[src/rtl/core/ievf_pkg.sv]
// shared types and constants for the include/exclude value filter
// no dependencies; used by the top level and its checker

package ievf_pkg;

  // width of every value field and of the compared value
  localparam int unsigned VALUE_WIDTH = 16;

  // number of field kinds that take part in a check
  localparam int unsigned KIND_COUNT = 3;

  typedef enum logic [1:0] {
    OP_CLEAR  = 2'd0,
    OP_ADD    = 2'd1,
    OP_CHECK  = 2'd2,
    OP_UNUSED = 2'd3
  } op_e;

  typedef enum logic [1:0] {
    KIND_TRIAL  = 2'd0,
    KIND_ERROR  = 2'd1,
    KIND_COND   = 2'd2,
    KIND_UNUSED = 2'd3
  } kind_e;

  typedef enum logic [1:0] {
    ST_IDLE,
    ST_WALK,
    ST_DRAIN
  } state_e;

  typedef struct packed {
    op_e                            opcode;
    kind_e                          entry_kind;
    logic                           entry_include;
    logic signed [VALUE_WIDTH-1:0]  entry_value;
    logic signed [VALUE_WIDTH-1:0]  trial_number;
    logic signed [VALUE_WIDTH-1:0]  error_value;
    logic signed [VALUE_WIDTH-1:0]  condition_value;
  } req_t;

  typedef struct packed {
    logic passed;
    logic status;
  } rsp_t;

  typedef struct packed {
    kind_e                   kind;
    logic                    incl;
    logic [VALUE_WIDTH-1:0]  value;
  } entry_t;

  // per-kind match flags gathered during a table walk
  typedef struct packed {
    logic [KIND_COUNT-1:0] has_inc;
    logic [KIND_COUNT-1:0] hit_inc;
    logic                  excluded;
  } flags_t;

endpackage

[src/rtl/core/include_exclude_value_filter_top.sv]
// include/exclude value filter: entry table in one synchronous memory
// depends on ievf_pkg

// The block holds a table of up to TABLE_ENTRIES filter entries, each a
// field kind, an include/exclude mark and one value. An item is taken at a
// rising edge where start is high and busy is low; every item gives exactly
// one result, shown on rsp_o for a single cycle while done_o is high, and
// the receiver has no way to hold it off, so it must sample rsp_o whenever
// done_o is high. Clear, add and unused opcodes give their result in the
// cycle after the item is taken, and busy stays low, so such items may
// be issued every cycle. A check walks the table through the one read
// port of the entry memory, one entry per cycle; busy stays high through
// the walk and a final drain state, and the next item can be taken once
// busy falls, which is the cycle in which done_o shows the check result.
// A check on an empty table answers in the cycle after it is taken, like
// the other opcodes. An add into a full table drops the entry and reports
// status 1. Entries are compared on their full value width.
// The memory needs no clearing pass: only entries below the fill count are
// ever read, and every one of those was written since the last clear.

module include_exclude_value_filter_top #(
  parameter int unsigned TABLE_ENTRIES = 256
) (
  input  logic           clk_i,
  input  logic           rst_ni,
  input  logic           start,
  output logic           busy,
  input  ievf_pkg::req_t req_i,
  output logic           done_o,
  output ievf_pkg::rsp_t rsp_o
);

  // address and fill count widths follow the table depth
  localparam int unsigned AW = (TABLE_ENTRIES > 1) ? $clog2(TABLE_ENTRIES) : 1;
  localparam int unsigned CW = $clog2(TABLE_ENTRIES + 1);
  localparam int unsigned VW = ievf_pkg::VALUE_WIDTH;
  localparam int unsigned KN = ievf_pkg::KIND_COUNT;

  // entry memory, written on add, read during a check walk
  ievf_pkg::entry_t mem_q [TABLE_ENTRIES];

  ievf_pkg::state_e state_q, state_d;
  logic [CW-1:0]    count_q, count_d;
  logic [AW-1:0]    rd_idx_q, rd_idx_d;
  logic [AW-1:0]    last_idx_q;
  logic             rvalid_q;
  ievf_pkg::entry_t rdata_q;
  logic [VW-1:0]    rec_q [KN];
  ievf_pkg::flags_t flags_q, flags_d;
  logic             done_q, done_d;
  ievf_pkg::rsp_t   rsp_q, rsp_d;

  logic             accept;
  logic             is_full;
  logic             wr_en;
  logic             rd_en;
  logic             chk_start;
  logic             chk_empty;
  logic             last_rd;
  logic [VW-1:0]    rec_val;
  logic             match;
  logic             passed_final;

  assign accept    = start && !busy;
  assign is_full   = (count_q == CW'(TABLE_ENTRIES));
  assign chk_empty = (count_q == '0);
  assign chk_start = accept && (req_i.opcode == ievf_pkg::OP_CHECK);
  assign wr_en     = accept && (req_i.opcode == ievf_pkg::OP_ADD) && !is_full;
  assign last_rd   = (rd_idx_q == last_idx_q);

  // next state
  always_comb begin
    state_d = state_q;
    unique case (state_q)
      ievf_pkg::ST_IDLE: begin
        if (chk_start && !chk_empty) begin
          state_d = ievf_pkg::ST_WALK;
        end
      end
      ievf_pkg::ST_WALK: begin
        if (last_rd) begin
          state_d = ievf_pkg::ST_DRAIN;
        end
      end
      ievf_pkg::ST_DRAIN: begin
        state_d = ievf_pkg::ST_IDLE;
      end
      default: begin
        state_d = ievf_pkg::ST_IDLE;
      end
    endcase
  end

  // state decoded outputs
  always_comb begin
    busy  = 1'b1;
    rd_en = 1'b0;
    unique case (state_q)
      ievf_pkg::ST_IDLE: begin
        busy = 1'b0;
      end
      ievf_pkg::ST_WALK: begin
        rd_en = 1'b1;
      end
      ievf_pkg::ST_DRAIN: begin
        busy = 1'b1;
      end
      default: begin
        busy = 1'b1;
      end
    endcase
  end

  // read index steps through the table while walking
  always_comb begin
    rd_idx_d = rd_idx_q;
    if (chk_start) begin
      rd_idx_d = '0;
    end else if (rd_en) begin
      rd_idx_d = rd_idx_q + AW'(1);
    end
  end

  // fill count
  always_comb begin
    count_d = count_q;
    if (accept) begin
      unique case (req_i.opcode)
        ievf_pkg::OP_CLEAR: count_d = '0;
        ievf_pkg::OP_ADD: begin
          if (!is_full) begin
            count_d = count_q + CW'(1);
          end
        end
        default: count_d = count_q;
      endcase
    end
  end

  // record value that the entry in flight is compared against
  always_comb begin
    unique case (rdata_q.kind)
      ievf_pkg::KIND_TRIAL: rec_val = rec_q[0];
      ievf_pkg::KIND_ERROR: rec_val = rec_q[1];
      ievf_pkg::KIND_COND:  rec_val = rec_q[2];
      default:              rec_val = '0;
    endcase
  end

  assign match = (rdata_q.value == rec_val);

  // fold the entry in flight into the match flags; the unused kind never counts
  always_comb begin
    flags_d = flags_q;
    if (chk_start) begin
      flags_d = '0;
    end else if (rvalid_q && (rdata_q.kind != ievf_pkg::KIND_UNUSED)) begin
      if (rdata_q.incl) begin
        flags_d.has_inc[rdata_q.kind] = 1'b1;
        if (match) begin
          flags_d.hit_inc[rdata_q.kind] = 1'b1;
        end
      end else if (match) begin
        flags_d.excluded = 1'b1;
      end
    end
  end

  // fails on any exclude hit or on a kind whose include list missed
  assign passed_final = !flags_d.excluded &&
                        ((flags_d.has_inc & ~flags_d.hit_inc) == '0);

  // result register
  always_comb begin
    done_d = 1'b0;
    rsp_d  = rsp_q;
    if (state_q == ievf_pkg::ST_DRAIN) begin
      done_d       = 1'b1;
      rsp_d.passed = passed_final;
      rsp_d.status = 1'b0;
    end else if (accept) begin
      rsp_d.passed = 1'b0;
      rsp_d.status = 1'b0;
      unique case (req_i.opcode)
        ievf_pkg::OP_CLEAR: done_d = 1'b1;
        ievf_pkg::OP_ADD: begin
          done_d       = 1'b1;
          rsp_d.status = is_full;
        end
        ievf_pkg::OP_CHECK: begin
          // an empty table always passes and answers at once
          done_d       = chk_empty;
          rsp_d.passed = chk_empty;
        end
        default: done_d = 1'b1;
      endcase
    end
  end

  // control registers
  always_ff @(posedge clk_i or negedge rst_ni) begin
    if (!rst_ni) begin
      state_q  <= ievf_pkg::ST_IDLE;
      count_q  <= '0;
      rd_idx_q <= '0;
      rvalid_q <= 1'b0;
      done_q   <= 1'b0;
    end else begin
      state_q  <= state_d;
      count_q  <= count_d;
      rd_idx_q <= rd_idx_d;
      rvalid_q <= rd_en;
      done_q   <= done_d;
    end
  end

  // payload registers
  always_ff @(posedge clk_i) begin
    flags_q <= flags_d;
    rsp_q   <= rsp_d;
    if (chk_start) begin
      rec_q[0]   <= req_i.trial_number[VW-1:0];
      rec_q[1]   <= req_i.error_value[VW-1:0];
      rec_q[2]   <= req_i.condition_value[VW-1:0];
      last_idx_q <= AW'(count_q - CW'(1));
    end
  end

  // entry memory write port
  always_ff @(posedge clk_i) begin
    if (wr_en) begin
      mem_q[count_q[AW-1:0]] <= '{kind:  req_i.entry_kind,
                                  incl:  req_i.entry_include,
                                  value: req_i.entry_value[VW-1:0]};
    end
  end

  // entry memory read port, registered data
  always_ff @(posedge clk_i) begin
    if (rd_en) begin
      rdata_q <= mem_q[rd_idx_q];
    end
  end

  assign done_o = done_q;
  assign rsp_o  = rsp_q;

endmodule

[config.mk]
export PLATFORM = sky130hd
export DESIGN_NAME = include_exclude_value_filter_top
export DESIGN_NICKNAME = d
export VERILOG_FILES = /design/src/rtl/core/ievf_pkg.sv /design/src/rtl/core/include_exclude_value_filter_top.sv
export SDC_FILE = /design/constraint.sdc
export NUM_CORES = 2
export LEC_CHECK = 0
export BUFFER_PORTS_ARGS = -buffer_cell sky130_fd_sc_hd__buf_2
export CAP_MARGIN = 25
export CORE_ASPECT_RATIO = 0.5
export CORE_MARGIN = 2
export CORE_UTILIZATION = 40
export DETAILED_ROUTE_END_ITERATION = 10
export SLEW_MARGIN = 40
export SYNTH_ARGS = -nofsm -noshare
export SYNTH_HDL_FRONTEND = slang
export SYNTH_MEMORY_MAX_BITS = 65536
export SYNTH_SLANG_ARGS = --single-unit
[constraint.sdc]
create_clock -name clk_i -period 4.5 [get_ports clk_i]
set_clock_uncertainty 0.15 [all_clocks]
set_input_delay 0.675 -clock clk_i [delete_from_list [all_inputs] [get_ports clk_i]]
set_output_delay 0.675 -clock clk_i [all_outputs]
set_load 0.01 [all_outputs]
==> impl_results.md <==
- Status: complete, no violations
- GRT Residual Overflow: 0
- RSZ-0062 raised after global routing: false
- Cell Rows: 179
- Setup-failing EPs final: 0
- Worst path required time: ~5 ns
- Post-synth top cells: edfxtp_1 (4940), mux4_2 (1479), nor2_1 (307)
- Drt via density: ~6
- Hpwl dp: about 300000 um
- Die width: 980 um
- TritonCTS Sinks: 4969
- CP Capture Type: register
- Final hold viol count: 0
- DRC: 0
- CP bufs+invs: 5
- Area Overhead vs Synth: 15.2%
- Share of the synthesized area in the top cell type: 77.9%
- Final Cycle Share: around 99%
- Starting Density: 40.1%
- TritonCTS clock tree: done
- Count of cell types in the netlist: 63
- Worst Max-Slew Pin Slew: 0.946 ns
- Sw frac: 30.0%
- Routability congestion estimate: between 0.8 and 0.9
- CTS H-tree lvls: 5
- Root Driver: clkbuf_16
- Critical path data arrival time: 5.01 ns
- Crit path top cell by count: buf_12
- Pwr per Cell Area: a little under 600 mW/mm^2
- Gr usage total: 20.9%
- LEAKAGE: 0.0675 uW
- Die area: 0.482 mm^2
- Setup TNS: 0 ns
- CP max FO: 33
- Hold crit path type: input pin to register
- Worst relative slew slack: 36.6%
- Asr flop ratio synth: 0.423%
- Global-route wire length before repair: 713000 um
- Worst path slowest cell: mux4_2
- Hold Slack: a little under 0.06 ns
- Die H: roughly 500 um
- Synth area leaders: edfxtp_1 (78%), mux4_2 (17%), mux2i_1 (0.64%)
- Reg clk slew, reported paths: 0.06 ns
- Seq pwr share: approximately two fifths
- Max Root-Sink Buffers: 4
- WL final: between 500000 and 600000 um
- Final Util: approximately 46%
- EDFF count, synth: 4940
- Vias in the first global route: between 90000 and 100k
- Clk Latency, worst-skew pair: 0.97 ns
- Cell family contributing the most delay on the critical path: multiplexers
- Ys flop type: edfxtp_1
- Crit start category: register
- Cells after DPL: 14500
- TritonRoute pass-1 iters: 5
- Pint: 88800 uW
- Finished Layout Cells: approximately 15000
- Logic pwr share: 29.4%
- Core ar.: 0.475 mm^2
- Share of cells above drive strength 1: 35.3%
- Worst setup path class: register to register
- Cells after Synth: ~7800
- Boundary Pins: 76
- Fin crit period: about 4.5 ns
- Count leader, synth: edfxtp_1
- Yosys warns: 0
- Yosys top cell by area: edfxtp_1
- Maximum Capacitance Violations: 0
- Sequential fraction of the synthesis area: slightly below 80%
- Syn nets: 7916
- VDD IR-drop max: 0.000396 V
- Vias post-DR: 90100
- CTS buffer count: 453
- Sw Pwr: between 30000 and 40000 uW
- CP max stage delay: between 0.5 and 0.6 ns
- Starting DRT DRC Count: 13200
- Antenna-violating nets left: 0
- IO buf count: between 70 and 80
- Largest net degree at the start of global routing: between 150 and 200
- WL/cell: approximately 33 um
- Post-synthesis register bit count: 4969
- Clk pwr share: 29.6%
- Initial antenna violation count: 26
- Synth Cell Area: 0.190 mm^2
- Cell chain of the critical path: buf_12, buf_12, buf_12, buf_12, mux4_2, mux4_2, mux2i_2, a22oi_1, buf_4, o211ai_1, nor3_1
- Max-slew violations: 0
- Final Net Count: ~8800
- Max Clk Rate: 224 MHz
- Syn_area_per_cell: 24.3 um^2
[worst paths after layout]
check / from / slack (ns) / cells past startpoint / endpoint
min in group asynchronous: rst_ni / 0.11 / 2 / done_o
hold reg to reg: flags_q[5] / 0.31 / 2 / flags_q[5]
setup reg to reg: rd_idx_q[0] / 0.04 / 11 / rdata_q[3]
hold / removal: req_i[50] / 0.06 / 1 / mem_q[40][2]
setup / recovery: rd_idx_q[0] / 0.04 / 11 / rdata_q[3]
max in group asynchronous: rst_ni / 3.57 / 2 / rd_idx_q[3]
[worst register-to-register path: stages, from the launching register on]
cell and delay (ns):
dfrtp_4 0.42, buf_12 0.19, buf_12 0.17, buf_12 0.18, buf_12 0.28, mux4_2 0.65
mux4_2 0.49, mux2i_2 0.58, a22oi_1 0.40, buf_4 0.26, o211ai_1 0.32, nor3_1 0.11
[power groups by stage]
stage               registers (uW)  logic (uW)  clock network [uW]
detailed placement           53100       37200                   0
finish                       52000       37300               37600
global route                 51900       39000               39900
floorplan                    52300       22900                   0
CTS                          52000       37500               38100
global placement             53100       36900                   0
[state kept, by name, indices dropped and copies added (netlist names), 2 cells and up]
register	cells
rec_q	48
mem_q	4864
count_q	9
flags_q	7
rd_idx_q	8
last_idx_q	8
state_q	2
rdata_q	19
rsp_o	2
[per-stage QoR]
| step | setup WS (ns) | instance area, um^2 | total power, uW |
|---|---|---|---|
| 3_5_place_dp | -0.264 | 204000 | 90200 |
| 2_1_floorplan | 0.713 | 190000 | 75200 |
| 5_1_grt | 0.0236 | 219000 | 131000 |
| 4_1_cts | 0.110 | 219000 | 128000 |
| 3_3_place_gp | -0.591 | 204000 | 90000 |
| 6_report | 0.0355 | 219000 | 127000 |
[cell type report]
cell class	count	area, um^2
Multi-Input combinational cell	2414	39900
Tap cell	6335	7930
Clock buffer	561	11900
Sequential cell	4969	149000
Inverter	17	63.8
Antenna cell	3	7.51
Timing Repair Buffer	824	8130
Fill cell	38600	256000
Clock inverter	268	2280
[kinds of logic after synthesis]
kind of cell             count (synthesis)  synth area share [%]
flip-flops                            4969                  78.3
multiplexers                          1605                  18.2
AND/OR/NAND/NOR                        495                  1.12
buffers and inverters                  455                  1.20
AO/OA/AOI/OAI                          280                  1.06
XOR/XNOR                                28                 0.129
adder cells (fa/ha/maj)                  6                0.0394
[cell usage in the layout (no fill, tap or decap), drive strengths merged, types with 5 or more instances in the layout]
master / synthesis / routed
a211oi: 26 / 26
dlygate4sd3: 0 / 55
mux4: 1479 / 1479
xnor2: 10 / 10
a21boi: 6 / 6
or3: 5 / 5
nand2b: 25 / 25
xor2: 18 / 18
dfrtp: 21 / 21
buf: 272 / 757
edfxtp: 4940 / 4940
dfxtp: 8 / 8
and2: 5 / 5
clkinv: 0 / 211
o21ai: 15 / 15
o211ai: 8 / 8
ha: 6 / 6
nor2b: 18 / 18
a22o: 9 / 9
bufinv: 0 / 33
a221oi: 12 / 12
a21o: 6 / 6
clkinvlp: 0 / 12
clkbuf: 166 / 573
mux2: 5 / 5
a21oi: 38 / 38
o22ai: 41 / 41
a22oi: 68 / 68
nand2: 71 / 71
nor3: 17 / 17
nand4: 6 / 6
o221ai: 19 / 19
inv: 17 / 29
nand3: 15 / 15
o2bb2ai: 9 / 9
mux2i: 121 / 121
nor4: 5 / 5
or4: 5 / 5
nor2: 307 / 307
[metal layers]
metal,GRT usage (%),share of wire [%],up-vias
met3,4.27,9.4,689
met4,5.19,2.7,8
met1,30.7,42,49600
met2,32.4,46,4314
li1,-,-,35600
met5,0,0.011,-
[timing repair]
action                                  in CTS  in global routing
buffers inserted                             4                  0
endpoints found under the hold margin       79                 90
resized for setup                            1                  1
endpoints found under the setup margin      10                  1
hold buffers                                52                  3
Note: power is estimated with default switching activity, not from simulation.
